--- src/rtl/scsa_pkg.sv ---
// Shared types, constants and codes for the size-class slab allocator.
// Used by scsa_seq and the top level under rtl/; depends on nothing.
`timescale 1ns / 1ps

package scsa_pkg;

  localparam int DEF_MAX_CLASSES = 64;
  localparam int DEF_MAX_CHUNKS  = 256;

  localparam int GS_W       = 4;
  localparam int UNITS_W    = 7;
  localparam int USED_W     = 7;
  localparam int REQ_W      = 16;
  localparam int ADDR_W     = 22;
  localparam int CFG_IDX_W  = 8;
  localparam int CFG_DATA_W = 8;

  // granule is at least 8 bytes, at most 256 bytes
  localparam logic [GS_W-1:0] MIN_GRAIN_SHIFT = 4'd3;
  localparam logic [GS_W-1:0] MAX_GRAIN_SHIFT = 4'd8;

  localparam logic [GS_W-1:0]    RST_GRAIN_SHIFT = 4'd3;
  localparam logic [UNITS_W-1:0] RST_CHUNK_UNITS = 7'd64;

  typedef enum logic [CFG_IDX_W-1:0] {
    REG_GRAIN_SHIFT = 8'd0,
    REG_CHUNK_UNITS = 8'd1
  } reg_idx_t;

  typedef enum logic [1:0] {
    CMD_ALLOC = 2'd0,
    CMD_RESET = 2'd1,
    CMD_CLEAR = 2'd2,
    CMD_NOP   = 2'd3
  } cmd_t;

  typedef enum logic [1:0] {
    ST_OK        = 2'd0,
    ST_BAD_SIZE  = 2'd1,
    ST_EXHAUSTED = 2'd2
  } status_t;

  typedef enum logic [2:0] {
    S_IDLE,
    S_SIZE,
    S_LOOK,
    S_PICK,
    S_BASE,
    S_OFF,
    S_DONE
  } seq_state_t;

  typedef struct packed {
    cmd_t             command;
    logic [REQ_W-1:0] request_bytes;
  } in_item_t;

  typedef struct packed {
    status_t           status;
    logic [ADDR_W-1:0] address;
  } out_item_t;

  // effective (clamped) configuration handed to the sequencer
  typedef struct packed {
    logic [GS_W-1:0]    grain_shift;
    logic [UNITS_W-1:0] units;
  } cfg_t;

endpackage

--- src/rtl/scsa_ram.sv ---
// Generic single-write, single-read RAM with registered read data.
// Standalone; no package dependency.
`timescale 1ns / 1ps

module scsa_ram #(
  parameter int WIDTH = 8,
  parameter int DEPTH = 64
) (
  input  logic                                     clk,
  input  logic                                     we,
  input  logic [(DEPTH > 1 ? $clog2(DEPTH) : 1)-1:0] waddr,
  input  logic [WIDTH-1:0]                         wdata,
  input  logic [(DEPTH > 1 ? $clog2(DEPTH) : 1)-1:0] raddr,
  output logic [WIDTH-1:0]                         rdata
);

  logic [WIDTH-1:0] mem [DEPTH];

  always_ff @(posedge clk) begin
    if (we) begin
      mem[waddr] <= wdata;
    end
    rdata <= mem[raddr];
  end

endmodule

--- src/rtl/scsa_mac.sv ---
// Shared multiply-accumulate unit with a registered result.
// Standalone; no package dependency.
`timescale 1ns / 1ps

module scsa_mac #(
  parameter int A_W = 8,
  parameter int B_W = 7,
  parameter int P_W = A_W + B_W + 1
) (
  input  logic           clk,
  input  logic           en,
  input  logic [A_W-1:0] a,
  input  logic [B_W-1:0] b,
  input  logic [P_W-1:0] c,
  output logic [P_W-1:0] p_r
);

  logic [A_W+B_W-1:0] prod;
  logic [P_W-1:0]     p_nxt;

  assign prod  = a * b;
  assign p_nxt = P_W'(prod) + c;

  always_ff @(posedge clk) begin
    if (en) begin
      p_r <= p_nxt;
    end
  end

endmodule

--- src/rtl/scsa_seq.sv ---
// Allocation sequencer: chunk counters, class valid bits, slot table and output register.
// Depends on scsa_pkg, scsa_ram and scsa_mac.
`timescale 1ns / 1ps

module scsa_seq #(
  parameter int MAX_CLASSES = scsa_pkg::DEF_MAX_CLASSES,
  parameter int MAX_CHUNKS  = scsa_pkg::DEF_MAX_CHUNKS
) (
  input  logic                clk,
  input  logic                rst_n,
  input  scsa_pkg::cfg_t      cfg,
  input  logic                in_valid,
  output logic                in_stall,
  input  scsa_pkg::in_item_t  in_data,
  output logic                out_valid,
  input  logic                out_stall,
  output scsa_pkg::out_item_t out_data
);

  import scsa_pkg::*;

  localparam int CLS_W   = MAX_CLASSES > 1 ? $clog2(MAX_CLASSES) : 1;
  localparam int CHUNK_W = MAX_CHUNKS > 1 ? $clog2(MAX_CHUNKS) : 1;
  localparam int CNT_W   = $clog2(MAX_CHUNKS + 1);
  localparam int ENT_W   = CHUNK_W + USED_W;
  localparam int A_W     = CHUNK_W > USED_W + 1 ? CHUNK_W : USED_W + 1;
  localparam int B_W     = UNITS_W;
  localparam int P_W     = A_W + B_W + 1;
  localparam int SUM_W   = REQ_W + 1;

  seq_state_t state_r, state_nxt;

  logic [CNT_W-1:0]       taken_r, taken_nxt;
  logic [CNT_W-1:0]       recyc_r, recyc_nxt;
  logic [MAX_CLASSES-1:0] valid_r, valid_nxt;
  logic                   out_valid_r, out_valid_nxt;
  out_item_t              out_data_r, out_data_nxt;

  logic [REQ_W-1:0]   req_r, req_nxt;
  logic [UNITS_W-1:0] grains_r, grains_nxt;
  logic [CLS_W-1:0]   k_r, k_nxt;
  logic               vld_r, vld_nxt;
  logic [CHUNK_W-1:0] rd_chunk_r, rd_chunk_nxt;
  logic [USED_W-1:0]  rd_used_r, rd_used_nxt;
  logic [CHUNK_W-1:0] chunk_r, chunk_nxt;
  logic [USED_W-1:0]  used_r, used_nxt;
  status_t            status_r, status_nxt;
  logic               use_addr_r, use_addr_nxt;

  logic [SUM_W-1:0] sum;
  logic [SUM_W-1:0] grains_full;
  logic             bad_size;
  logic             need_chunk;
  logic             out_free;
  logic             in_accept;

  logic               ram_we;
  logic [ENT_W-1:0]   ram_wdata;
  logic [ENT_W-1:0]   ram_rdata;
  logic [CLS_W-1:0]   ram_raddr;

  logic               mac_en;
  logic [A_W-1:0]     mac_a;
  logic [B_W-1:0]     mac_b;
  logic [P_W-1:0]     mac_c;
  logic [P_W-1:0]     mac_p;

  logic [ADDR_W+P_W-1:0] addr_wide;

  scsa_ram #(
    .WIDTH(ENT_W),
    .DEPTH(MAX_CLASSES)
  ) u_slot_ram (
    .clk  (clk),
    .we   (ram_we),
    .waddr(k_r),
    .wdata(ram_wdata),
    .raddr(ram_raddr),
    .rdata(ram_rdata)
  );

  scsa_mac #(
    .A_W(A_W),
    .B_W(B_W),
    .P_W(P_W)
  ) u_mac (
    .clk(clk),
    .en (mac_en),
    .a  (mac_a),
    .b  (mac_b),
    .c  (mac_c),
    .p_r(mac_p)
  );

  assign in_stall  = (state_r != S_IDLE);
  assign in_accept = in_valid && !in_stall;
  assign out_free  = !out_valid_r || !out_stall;
  assign out_valid = out_valid_r;
  assign out_data  = out_data_r;

  // round the request up to whole granules
  assign sum         = {1'b0, req_r} + ((SUM_W'(1) << cfg.grain_shift) - SUM_W'(1));
  assign grains_full = sum >> cfg.grain_shift;
  assign bad_size    = (grains_full == '0) || (grains_full > SUM_W'(cfg.units));
  assign ram_raddr   = CLS_W'(grains_full - SUM_W'(1));

  // used >= units/grains  <=>  (used+1)*grains > units
  assign need_chunk = !vld_r || (mac_p > P_W'(cfg.units));

  assign ram_wdata = {chunk_r, used_r + USED_W'(1)};
  assign addr_wide = (ADDR_W+P_W)'(mac_p) << cfg.grain_shift;

  always_ff @(posedge clk) begin
    if (!rst_n) begin
      state_r     <= S_IDLE;
      taken_r     <= '0;
      recyc_r     <= '0;
      valid_r     <= '0;
      out_valid_r <= 1'b0;
    end else begin
      state_r     <= state_nxt;
      taken_r     <= taken_nxt;
      recyc_r     <= recyc_nxt;
      valid_r     <= valid_nxt;
      out_valid_r <= out_valid_nxt;
    end
  end

  always_ff @(posedge clk) begin
    out_data_r <= out_data_nxt;
    req_r      <= req_nxt;
    grains_r   <= grains_nxt;
    k_r        <= k_nxt;
    vld_r      <= vld_nxt;
    rd_chunk_r <= rd_chunk_nxt;
    rd_used_r  <= rd_used_nxt;
    chunk_r    <= chunk_nxt;
    used_r     <= used_nxt;
    status_r   <= status_nxt;
    use_addr_r <= use_addr_nxt;
  end

  always_comb begin
    state_nxt     = state_r;
    taken_nxt     = taken_r;
    recyc_nxt     = recyc_r;
    valid_nxt     = valid_r;
    out_valid_nxt = out_valid_r && out_stall;
    out_data_nxt  = out_data_r;
    req_nxt       = req_r;
    grains_nxt    = grains_r;
    k_nxt         = k_r;
    vld_nxt       = vld_r;
    rd_chunk_nxt  = rd_chunk_r;
    rd_used_nxt   = rd_used_r;
    chunk_nxt     = chunk_r;
    used_nxt      = used_r;
    status_nxt    = status_r;
    use_addr_nxt  = use_addr_r;
    ram_we        = 1'b0;
    mac_en        = 1'b0;
    mac_a         = '0;
    mac_b         = '0;
    mac_c         = '0;

    case (state_r)
      S_IDLE: begin
        if (in_accept) begin
          req_nxt      = in_data.request_bytes;
          status_nxt   = ST_OK;
          use_addr_nxt = 1'b0;
          state_nxt    = S_DONE;
          case (in_data.command)
            CMD_ALLOC: state_nxt = S_SIZE;
            CMD_RESET: begin
              recyc_nxt = taken_r;
              valid_nxt = '0;
            end
            CMD_CLEAR: begin
              taken_nxt = '0;
              recyc_nxt = '0;
              valid_nxt = '0;
            end
            default: ;
          endcase
        end
      end

      S_SIZE: begin
        // slot table read is issued here at the class index
        grains_nxt = UNITS_W'(grains_full);
        k_nxt      = ram_raddr;
        if (bad_size) begin
          status_nxt = ST_BAD_SIZE;
          state_nxt  = S_DONE;
        end else begin
          state_nxt = S_LOOK;
        end
      end

      S_LOOK: begin
        rd_chunk_nxt = ram_rdata[ENT_W-1:USED_W];
        rd_used_nxt  = ram_rdata[USED_W-1:0];
        vld_nxt      = valid_r[k_r];
        mac_en       = 1'b1;
        mac_a        = A_W'({1'b0, ram_rdata[USED_W-1:0]} + (USED_W+1)'(1));
        mac_b        = grains_r;
        state_nxt    = S_PICK;
      end

      S_PICK: begin
        chunk_nxt = rd_chunk_r;
        used_nxt  = rd_used_r;
        state_nxt = S_BASE;
        if (need_chunk) begin
          used_nxt = '0;
          if (recyc_r != '0) begin
            // recycled chunks go out newest first
            recyc_nxt = recyc_r - CNT_W'(1);
            chunk_nxt = CHUNK_W'(recyc_r - CNT_W'(1));
          end else if (taken_r < CNT_W'(MAX_CHUNKS)) begin
            taken_nxt = taken_r + CNT_W'(1);
            chunk_nxt = CHUNK_W'(taken_r);
          end else begin
            status_nxt = ST_EXHAUSTED;
            state_nxt  = S_DONE;
          end
        end
      end

      S_BASE: begin
        mac_en          = 1'b1;
        mac_a           = A_W'(chunk_r);
        mac_b           = cfg.units;
        ram_we          = 1'b1;
        valid_nxt[k_r]  = 1'b1;
        state_nxt       = S_OFF;
      end

      S_OFF: begin
        mac_en       = 1'b1;
        mac_a        = A_W'(used_r);
        mac_b        = grains_r;
        mac_c        = mac_p;
        use_addr_nxt = 1'b1;
        state_nxt    = S_DONE;
      end

      S_DONE: begin
        // hold until the output register is free
        if (out_free) begin
          out_valid_nxt        = 1'b1;
          out_data_nxt.status  = status_r;
          out_data_nxt.address = use_addr_r ? addr_wide[ADDR_W-1:0] : '0;
          state_nxt            = S_IDLE;
        end
      end

      default: state_nxt = S_IDLE;
    endcase
  end

  a_recyc_le_taken: assert property (@(posedge clk) disable iff (!rst_n)
    recyc_r <= taken_r)
    else $error("recycled count exceeds chunks taken");

  a_taken_bound: assert property (@(posedge clk) disable iff (!rst_n)
    taken_r <= CNT_W'(MAX_CHUNKS))
    else $error("chunks taken beyond pool size");

  a_write_sets_valid: assert property (@(posedge clk) disable iff (!rst_n)
    ram_we |=> valid_r[$past(k_r)])
    else $error("slot table write did not mark class valid");

  a_write_chunk_range: assert property (@(posedge clk) disable iff (!rst_n)
    ram_we |-> (CNT_W'(chunk_r) < CNT_W'(MAX_CHUNKS)))
    else $error("chunk index outside pool");

  a_fail_zero_addr: assert property (@(posedge clk) disable iff (!rst_n)
    (out_valid_r && (out_data_r.status != ST_OK)) |-> (out_data_r.address == '0))
    else $error("failed allocation carries an address");

endmodule

--- src/rtl/size_class_slab_allocator.sv ---
// Top level of the size-class slab allocator: configuration registers and sequencer.
// Depends on scsa_pkg and scsa_seq.
`timescale 1ns / 1ps

// Each transaction on the input channel is one command and yields exactly one result.
// An allocate steps through the size, look, pick, base and offset states before its result
// reaches the output register, and no new command is accepted until that result is there.
// Reset, clear and the unused command code go straight to the done state; a failed size
// check leaves after the size state and an exhausted pool after the pick state. The allocate
// path is one registered read of the per-class slot table followed by three passes
// through a single shared multiply-accumulate unit (capacity check, chunk base, slot
// offset). The input side stalls while a command is in flight or its result cannot
// yet be placed in the output register. No clearing pass runs after reset: per-class
// valid bits are flip-flops cleared at once, and slot table contents are only used for
// classes marked valid. Configuration is taken at any time on the cfg_ port but
// should only be written while the block is idle.
module size_class_slab_allocator #(
  parameter int MAX_CLASSES = scsa_pkg::DEF_MAX_CLASSES,
  parameter int MAX_CHUNKS  = scsa_pkg::DEF_MAX_CHUNKS
) (
  input  logic                                clk,
  input  logic                                rst_n,
  input  logic                                in_valid,
  output logic                                in_stall,
  input  scsa_pkg::in_item_t                  in_data,
  output logic                                out_valid,
  input  logic                                out_stall,
  output scsa_pkg::out_item_t                 out_data,
  input  logic                                cfg_valid,
  output logic                                cfg_ready,
  input  logic [scsa_pkg::CFG_IDX_W-1:0]      cfg_index,
  input  logic [scsa_pkg::CFG_DATA_W-1:0]     cfg_data
);

  import scsa_pkg::*;

  logic [GS_W-1:0]    grain_shift_r, grain_shift_nxt;
  logic [UNITS_W-1:0] chunk_units_r, chunk_units_nxt;
  cfg_t               cfg_eff;

  assign cfg_ready = 1'b1;

  always_ff @(posedge clk) begin
    if (!rst_n) begin
      grain_shift_r <= RST_GRAIN_SHIFT;
      chunk_units_r <= RST_CHUNK_UNITS;
    end else begin
      grain_shift_r <= grain_shift_nxt;
      chunk_units_r <= chunk_units_nxt;
    end
  end

  always_comb begin
    grain_shift_nxt = grain_shift_r;
    chunk_units_nxt = chunk_units_r;
    if (cfg_valid && cfg_ready) begin
      case (cfg_index)
        REG_GRAIN_SHIFT: grain_shift_nxt = cfg_data[GS_W-1:0];
        REG_CHUNK_UNITS: chunk_units_nxt = cfg_data[UNITS_W-1:0];
        default: ;
      endcase
    end
  end

  // clamp granule and class count to the supported range
  always_comb begin
    if (grain_shift_r < MIN_GRAIN_SHIFT) begin
      cfg_eff.grain_shift = MIN_GRAIN_SHIFT;
    end else if (grain_shift_r > MAX_GRAIN_SHIFT) begin
      cfg_eff.grain_shift = MAX_GRAIN_SHIFT;
    end else begin
      cfg_eff.grain_shift = grain_shift_r;
    end
    if (int'(chunk_units_r) > MAX_CLASSES) begin
      cfg_eff.units = UNITS_W'(MAX_CLASSES);
    end else begin
      cfg_eff.units = chunk_units_r;
    end
  end

  scsa_seq #(
    .MAX_CLASSES(MAX_CLASSES),
    .MAX_CHUNKS (MAX_CHUNKS)
  ) u_seq (
    .clk      (clk),
    .rst_n    (rst_n),
    .cfg      (cfg_eff),
    .in_valid (in_valid),
    .in_stall (in_stall),
    .in_data  (in_data),
    .out_valid(out_valid),
    .out_stall(out_stall),
    .out_data (out_data)
  );

endmodule
--- config.mk ---
export PLATFORM = sky130hd
export DESIGN_NAME = size_class_slab_allocator
export DESIGN_NICKNAME = d
export VERILOG_FILES = /design/src/rtl/scsa_pkg.sv /design/src/rtl/scsa_ram.sv /design/src/rtl/scsa_mac.sv /design/src/rtl/scsa_seq.sv /design/src/rtl/size_class_slab_allocator.sv
export SDC_FILE = /design/constraint.sdc
export NUM_CORES = 2
export LEC_CHECK = 0
export BUFFER_PORTS_ARGS = -buffer_cell sky130_fd_sc_hd__buf_2
export CORE_MARGIN = 2
export CORE_UTILIZATION = 68
export DETAILED_ROUTE_END_ITERATION = 10
export GPL_TIMING_DRIVEN = 0
export PLACE_DENSITY = 0.83
export SYNTH_ARGS = -nofsm -noshare
export SYNTH_HDL_FRONTEND = slang
export SYNTH_SLANG_ARGS = --single-unit
--- constraint.sdc ---
create_clock -name clk -period 16 [get_ports clk]
set_input_delay 2.4 -clock clk [delete_from_list [all_inputs] [get_ports clk]]
set_output_delay 2.4 -clock clk [all_outputs]
set_load 0.005 [all_outputs]
-- Word level (Yosys, flattened, before mapping)
Memories as Yosys holds them, arrays and structs flattened. A register that Yosys moved wholly into a read port is not among the register bits.
Index checks and enable logic that the tools add are counted.
- bitwise logic cells: 1
- shift-type cells: 3
- reductions and logical operators: 33
- magnitude comparators: 8
- $mul: 1
- equal/unequal tests: 20
- muxes and demuxes: 49
- $add $sub $neg: 8
- operator list (operator ; count):
    $mux W64 ; 2
    $pmux W64 S2 ; 1
    $mux W9 ; 8
    $or A64 B64 Y64 ; 1
    $pmux W9 S2 ; 3
    $mux W8 ; 3
    $pmux W8 S3 ; 1
    $shl A16 B4 Y22 ; 1
    $pmux W3 S7 ; 1
    $mux W3 ; 6
    $add A16 B17 Y17 ; 1
    $gt A17 B7 Y1 ; 1
    $logic_not A17 Y1 ; 1
    $shl A1 B4 Y17 const A ; 1
    $shr A17 B4 Y17 ; 1
    $sub A17 B1 Y17 const B ; 1
    $add A15 B16 Y16 ; 1
    $gt A16 B7 Y1 ; 1
    $mux W16 ; 1
    $mul A8 B7 Y15 ; 1
    $pmux W7 S2 ; 1
    $mux W2 ; 6
    $ne A2 B1 Y1 const B ; 6
    $reduce_and A2 Y1 ; 6
    40 further kinds ; 67
- flip-flop bits (word level): 200
- output and inout port bits: 27
- RAM bits: 960
- bits of input ports: 39
- word-level logic and storage cells: 144
- memories kept: 1
- memory list (name ; words ; bits a word ; read ports ; clocked after memory_dff ; write ports ; line ; source):
    u_seq.u_slot_ram.mem ; 64 ; 15 ; 1 ; 1 ; 1 ; scsa_ram.sv:17 ; logic [WIDTH-1:0] mem [DEPTH];

-- Logic depth before layout (Yosys ltp)
- word-level depth: 11
- depth in mapped cells: 28
- mapped depth without buffers: 27

-- Cells and area by module
Synthesis repeated with hierarchy kept, for this count alone.
- cell total of the unflattened synthesis: 3226
- area, all modules: 51657.0 µm²
- by module, submodules not included (module ; cells an instance ; sequential area each (µm²) ; instances ; area each (µm²)):
    scsa_ram ; 1638 ; 29127.9 ; 1 ; 37189.4
    scsa_seq ; 1213 ; 4334.2 ; 1 ; 10985.5
    scsa_mac ; 311 ; 480.5 ; 1 ; 2899.0
    size_class_slab_allocator ; 64 ; 220.2 ; 1 ; 583.1

-- Least setup slack after synthesis
No wires, ideal clock.
- path kind: flip-flop to flip-flop
- from: reg grain_shift_r[2]
- to: reg u_seq.u_slot_ram.rdata[0] (read register of u_seq.u_slot_ram.mem)
- cell stages (with the launch flop): 27
- path buffers: 7
- period minus slack after synthesis: 5.974 ns
- setup time: 0.122 ns
- path slack: 10.026 ns
- data required time: 15.878 ns
- data arrival time: 5.852 ns
- cells stage by stage: dfxtp_1 -> clkbuf_1 -> nand2_1 -> nor2_1 -> nand2_1 -> ha_1 -> inv_1 -> ha_1 -> buf_4 -> or3b_1 -> o311ai_1 -> a211oi_1 -> o221ai_2 -> nand3_2 -> a21oi_4 -> inv_2 -> buf_2 -> ha_1 -> clkbuf_1 -> inv_1 -> clkbuf_1 -> clkbuf_1 -> clkbuf_1 -> mux4_2 -> a211oi_1 -> o32ai_1 -> a221o_1
- cells in the longest elaborated chain, start to end: 8
- elaborated cells on any way between the ends: 9
- classes of those cells: add/sub (3); order compare (2); shift (2); mux (2)
- RTL lines (element ; line ; source):
    start, declared ; size_class_slab_allocator.sv:37 ; logic [GS_W-1:0] grain_shift_r, grain_shift_nxt;
    start signal, assigned ; size_class_slab_allocator.sv:48 ; grain_shift_r <= grain_shift_nxt;
    $gt A4 B4 Y1 ; size_class_slab_allocator.sv:69 ; end else if (grain_shift_r > MAX_GRAIN_SHIFT) begin
    $mux W4 ; size_class_slab_allocator.sv:69 ;
    $mux W4 * ; size_class_slab_allocator.sv:67 ; if (grain_shift_r < MIN_GRAIN_SHIFT) begin
    $shl A1 B4 Y17 ; scsa_seq.sv:102 ; assign sum = {1'b0, req_r} + ((SUM_W'(1) << cfg.grain_shift) - SUM_W'(1));
    $sub A17 B1 Y17 ; scsa_seq.sv:102 ;
    $add A16 B17 Y17 ; scsa_seq.sv:102 ;
    $shr A17 B4 Y17 * ; scsa_seq.sv:103 ; assign grains_full = sum >> cfg.grain_shift;
    $sub A6 B1 Y6 * ; scsa_seq.sv:105 ; assign ram_raddr = CLS_W'(grains_full - SUM_W'(1));
    net u_seq.ram_raddr[0] ; scsa_seq.sv:60 ; logic [CLS_W-1:0] ram_raddr;
    end, declared ; scsa_ram.sv:14 ; output logic [WIDTH-1:0] rdata
Mark *: on every way through the listed nets, which the timed path passes. The rest lies on a longest branch.
A chain may end at the register's enable or synchronous reset.

-- Final worst setup path
- from: reg grain_shift_r[2]
- to: reg u_seq.u_slot_ram.rdata[6] (read register of u_seq.u_slot_ram.mem)
The elaborated chain is that of the path after synthesis.

==> impl.org <==
** GRT
- Number of antenna violations at the first check in global routing :: 3
- Tot GR Track Use :: 39.83%
- Wire length of the first global-routing pass :: 243200 um
- The number of global-route vias before repair was 39840.
- The total overflow left after global routing is 0.
- Largest net degree at the start of global routing :: 37

** Setup path
- Of all nets on the critical path, the largest fanout is 12.
- The number of buffers and inverters on the critical path is 10.
- STA classifies the critical path startpoint as a register.
- Data arrives at the worst endpoint at 11.62 ns.
- Critical path launch point :: grain_shift_r[2]$_SDFFE_PN0P_
- In this run the critical register-to-register path is launched from grain_shift_r[2]$_SDFFE_PN0P_.
- Data on the critical path is required at its endpoint by roughly 17 ns.
- Slowest cell on the critical path :: sky130_fd_sc_hd__a311oi_1
- Delay contributed by the slowest stage of the critical path :: 1.19 ns
- Most numerous cell on the critical path :: sky130_fd_sc_hd__clkbuf_1
- STA classifies the critical path endpoint as a register.
- Category of cells accounting for the largest share of critical-path delay :: buffers and inverters
- The setup path with the least slack is of type register to register.

** Yosys
- Avg Synthesized Cell Area :: 12.22 sq um
- Post-synthesis cell type with the largest combined area :: sky130_fd_sc_hd__edfxtp_1
- By instance count, the leading cell after synthesis is sky130_fd_sc_hd__edfxtp_1.
- Number of distinct library cell variants in the gate-level netlist after synthesis :: 88
- Largest cells by area after synthesis :: sky130_fd_sc_hd__edfxtp_1 (58%), sky130_fd_sc_hd__nand2_1 (6.0%), sky130_fd_sc_hd__mux4_2 (4.3%)
- Async set-reset flop share out of synthesis :: 0%
- The top cell type by area accounts for around three fifths of the synthesized area.
- Synthesis handed over a netlist of 4489 instances.
- Yosys warnings :: 0
- Register area share after synthesis :: 62.28%
- Counting flops with a built-in enable in the synthesized netlist gives approximately 1100.
- The commonest cells after synthesis are sky130_fd_sc_hd__edfxtp_1 (1063), sky130_fd_sc_hd__nand2_1 (876), sky130_fd_sc_hd__nand3_1 (304).
- Synthesized flop and latch total :: 1175
- Main synth FF type :: sky130_fd_sc_hd__edfxtp_1
- Netlist Area Pre-Place :: 54850 sq um

** STA
- The final hold violation count came to 0.
- Setup violations remaining at the end of the flow were counted as 0.
- Slew @ Worst Pin :: around 1.5 ns
- Worst rel slew slack :: -3.320%
- Final Skew :: 0.02692 ns
- Final critical-path share of the clock period :: 69.03%
- Setup WS post-layout :: 4.955 ns
- For this run, the top clock speed supported by timing is 90.54 MHz.
- Final Hold Slack :: 0.4106 ns
- The routed design could run at a clock period as short as approximately 11 ns.
- Setup repair after global routing left no endpoint under its margin.
- Post-route setup TNS :: 0 ns
- Final number of max-transition violations :: 20

** Place
- Final Wtd Congestion :: 0.9700
- OpenSTA, run right after detailed placement, puts the worst setup slack at 6.073 ns.
- Post-DP HPWL :: roughly 110000 um
- In this run the tool buffered the top-level ports with 62 buffer cells.

** CTS
- In this run the deepest clock path goes through 3 buffers.
- Insertion delay to the later sink of the worst-skew pair :: just over 0.7 ns
- In this run the number of H-tree levels came out at 3.
- CTS placed an instance of sky130_fd_sc_hd__clkbuf_16 at the clock tree root.
- For this design, the CTS-stage hold fixing added 0 buffers.
- TritonCTS built the clock tree.
- After clock tree synthesis, the clock-pin slew on the worst setup and hold paths is 0.06 ns.
- Clock tree sinks :: 1175
- TritonCTS buffer count :: about 120
- Total of cells resized after clock tree synthesis :: 0
- In this run the post-CTS setup repair buffer count came out at 0.

** Floorplan
- The floorplan step set the die width to 288.0 um.
- Core region area :: around 80000 sq um
- The floorplan step defined a die boundary enclosing 82950 sq um.
- Row Count :: 104
- The initial utilization of the core area, before any placement, comes to around two thirds.
- 66 I/O pins were placed.
- Die extent in y :: a little under 300 um

** Cells and area
- The repair_antennas step left the layout with diodes totalling 0.
- Relative to the synthesized area, the layout overhead comes to 12.26%.
- Fraction of layout instances using a drive strength above 1 :: 11.77%
- After the last flow step, the layout net total stands at 4907.

** Pwr
- Share of total power in sequential cells :: approximately 34%
- Summed over all nets, the switching power comes to 4161 uW.
- Clock Power Share :: 26.6%
- Cell internal power was estimated by the tool at 6350 uW.
- Total power :: 10510 uW
- In this run switching power makes up 39.59% of total power.
- Part of the power in combinational logic :: ~40%
- Standby leakage power :: 0.02178 uW
- Worst ir drop on vdd :: approximately 0.00012 V
- Cell area power density :: 170.7 nW/um^2

** Routing
- Routed signal wires occupy layers up through met5.
- After detailed routing, the number of remaining DRC violations is 0.
- The count of nets left with antenna violations once routing finished came out at 0.
- DR iter-0 viols :: approximately 6800
- Met3 wire len :: between 20000 and 25000 um
- Dividing the detail-routed via count by the number of cells gives 7.054.
- After detailed routing, the total wire length is approximately 170000 um.
- M1 wire length :: 55030 um
- The final route contains 41570 vias.
- Routed WL per cell :: 28.26 um
- The first detailed-routing pass ran for 6 iterations.
- Wire segments on met2 add up to between 70000 and 80000 um in the final route.

** Run status
- Result of the run :: finished, violations left
- The checks that failed: capacitance limit, slew limit.

** Flow run
- Maximum capacitance violations :: 2

** Worst hold path
- Worst hold path startpoint :: u_seq.u_slot_ram.rdata[11]$_DFF_P_
- Hold/Removal Path Class :: register to register
[layout make-up]
| type | instances | area [sq um] |
|---|---|---|
| flip-flops and latches | 1175 | 34160 |
| multi-input cells | 2899 | 19210 |
| fillers | 4757 | 18580 |
| clock buffers | 140 | 2993 |
| repair buffers | 118 | 1355 |
| well taps | 1060 | 1326 |
| plain buffers | 279 | 1146 |
| clock inverters | 74 | 825.8 |
| inverters | 148 | 555.5 |
[power by group through the flow]
stage | combinational, uW | sequential, uW | clock [uW]
after floorplan | 2400 | 3580 | 0
after global placement | 3680 | 3620 | 0
after detailed placement | 3850 | 3590 | 0
after CTS | 3920 | 3530 | 2770
after global routing | 4270 | 3540 | 2890
final | 4180 | 3540 | 2790
[final timing paths]
path                                             to  slack [ns]  depth (start not counted)
setup / recovery  u_seq.u_slot_ram.rdata[6]$_DFF_P_        4.96                         27
hold / removal        u_seq.rd_chunk_r[4]$_DFFE_PP_        0.41                          0
setup reg to reg  u_seq.u_slot_ram.rdata[6]$_DFF_P_        4.96                         27
hold reg to reg       u_seq.rd_chunk_r[4]$_DFFE_PP_        0.41                          0
[cell families after synthesis]
family	count (synthesis)	synth area share (%)
flip-flops	1175	62.28
adder cells (fa/ha/maj)	132	3.599
XOR/XNOR	42	0.7185
AO/OA/AOI/OAI	742	9.304
AND/OR/NAND/NOR	1694	13.49
buffers and inverters	427	3.102
multiplexers	275	7.495
other	2	0.01369
[per-stage QoR]
step           util [%]  instance area, sq um  std cells
6_report          76.82                 61580       5893
5_1_grt           76.82                 61580       5893
4_1_cts           76.63                 61430       5888
3_5_place_dp      71.87                 57610       5674
3_3_place_gp      70.53                 56530       5623
2_1_floorplan         -                 54900       4501
[layer usage]
layer	GRT usage, %	up-vias
li1	-	17300
met1	50.04	19760
met2	60.93	3695
met3	11.25	813
met4	26.39	6
met5	0	-
[flip-flops by register name, summed over array words and instances (netlist names), 3 cells and up]
name,cells
u_seq.u_slot_ram.mem,960
u_seq.out_data,24
u_seq.rd_chunk_r,8
u_seq.valid_r,64
u_seq.u_slot_ram.rdata,15
u_seq.u_mac.p_r,16
chunk_units_r,7
u_seq.rd_used_r,7
u_seq.used_r,7
grain_shift_r,4
u_seq.chunk_r,8
u_seq.req_r,16
u_seq.taken_r,9
u_seq.recyc_r,9
u_seq.state_r,3
u_seq.grains_r,7
u_seq.k_r,6
[layout by cell type, fill, tap and decap left out, types with 44 or more instances in the layout]
| master | n |
|---|---|
| sky130_fd_sc_hd__mux4_2 | 105 |
| sky130_fd_sc_hd__o22ai_1 | 101 |
| sky130_fd_sc_hd__ha_1 | 88 |
| sky130_fd_sc_hd__mux2i_1 | 134 |
| sky130_fd_sc_hd__a311oi_1 | 55 |
| sky130_fd_sc_hd__clkbuf_16 | 116 |
| sky130_fd_sc_hd__nand3_1 | 304 |
| sky130_fd_sc_hd__a22oi_1 | 44 |
| sky130_fd_sc_hd__edfxtp_1 | 1063 |
| sky130_fd_sc_hd__a211oi_1 | 62 |
| sky130_fd_sc_hd__nor2_1 | 221 |
| sky130_fd_sc_hd__nand2_1 | 876 |
| sky130_fd_sc_hd__dfxtp_1 | 112 |
| sky130_fd_sc_hd__clkbuf_1 | 218 |
| sky130_fd_sc_hd__inv_1 | 143 |
| sky130_fd_sc_hd__and3_1 | 44 |
| sky130_fd_sc_hd__a21oi_1 | 214 |
| sky130_fd_sc_hd__nand4_1 | 78 |
| sky130_fd_sc_hd__buf_2 | 111 |
[worst register-to-register path, cell delays in order, from the launching register on]
cell and delay (ns):
sky130_fd_sc_hd__dfxtp_1 0.38, sky130_fd_sc_hd__clkbuf_1 0.48, sky130_fd_sc_hd__nand2_1 0.28, sky130_fd_sc_hd__nor2_1 0.28
sky130_fd_sc_hd__nand2_1 0.17, sky130_fd_sc_hd__ha_1 0.31, sky130_fd_sc_hd__inv_1 0.04, sky130_fd_sc_hd__ha_1 0.34
sky130_fd_sc_hd__buf_4 0.20, sky130_fd_sc_hd__or3b_1 0.36, sky130_fd_sc_hd__o311ai_1 0.12, sky130_fd_sc_hd__a211oi_1 0.16
sky130_fd_sc_hd__o221ai_2 0.24, sky130_fd_sc_hd__nand3_2 0.34, sky130_fd_sc_hd__a21oi_4 0.60, sky130_fd_sc_hd__inv_2 0.27
sky130_fd_sc_hd__buf_2 0.42, sky130_fd_sc_hd__ha_1 0.39, sky130_fd_sc_hd__clkbuf_1 0.81, sky130_fd_sc_hd__inv_1 0.32
sky130_fd_sc_hd__nor2_1 0.36, sky130_fd_sc_hd__clkbuf_1 0.71, sky130_fd_sc_hd__clkbuf_1 0.74, sky130_fd_sc_hd__clkbuf_1 0.60
sky130_fd_sc_hd__a311oi_1 0.29, sky130_fd_sc_hd__a311oi_1 1.19, sky130_fd_sc_hd__a21oi_1 0.08, sky130_fd_sc_hd__a221o_1 0.42
(Power assumes the default switching activity.)
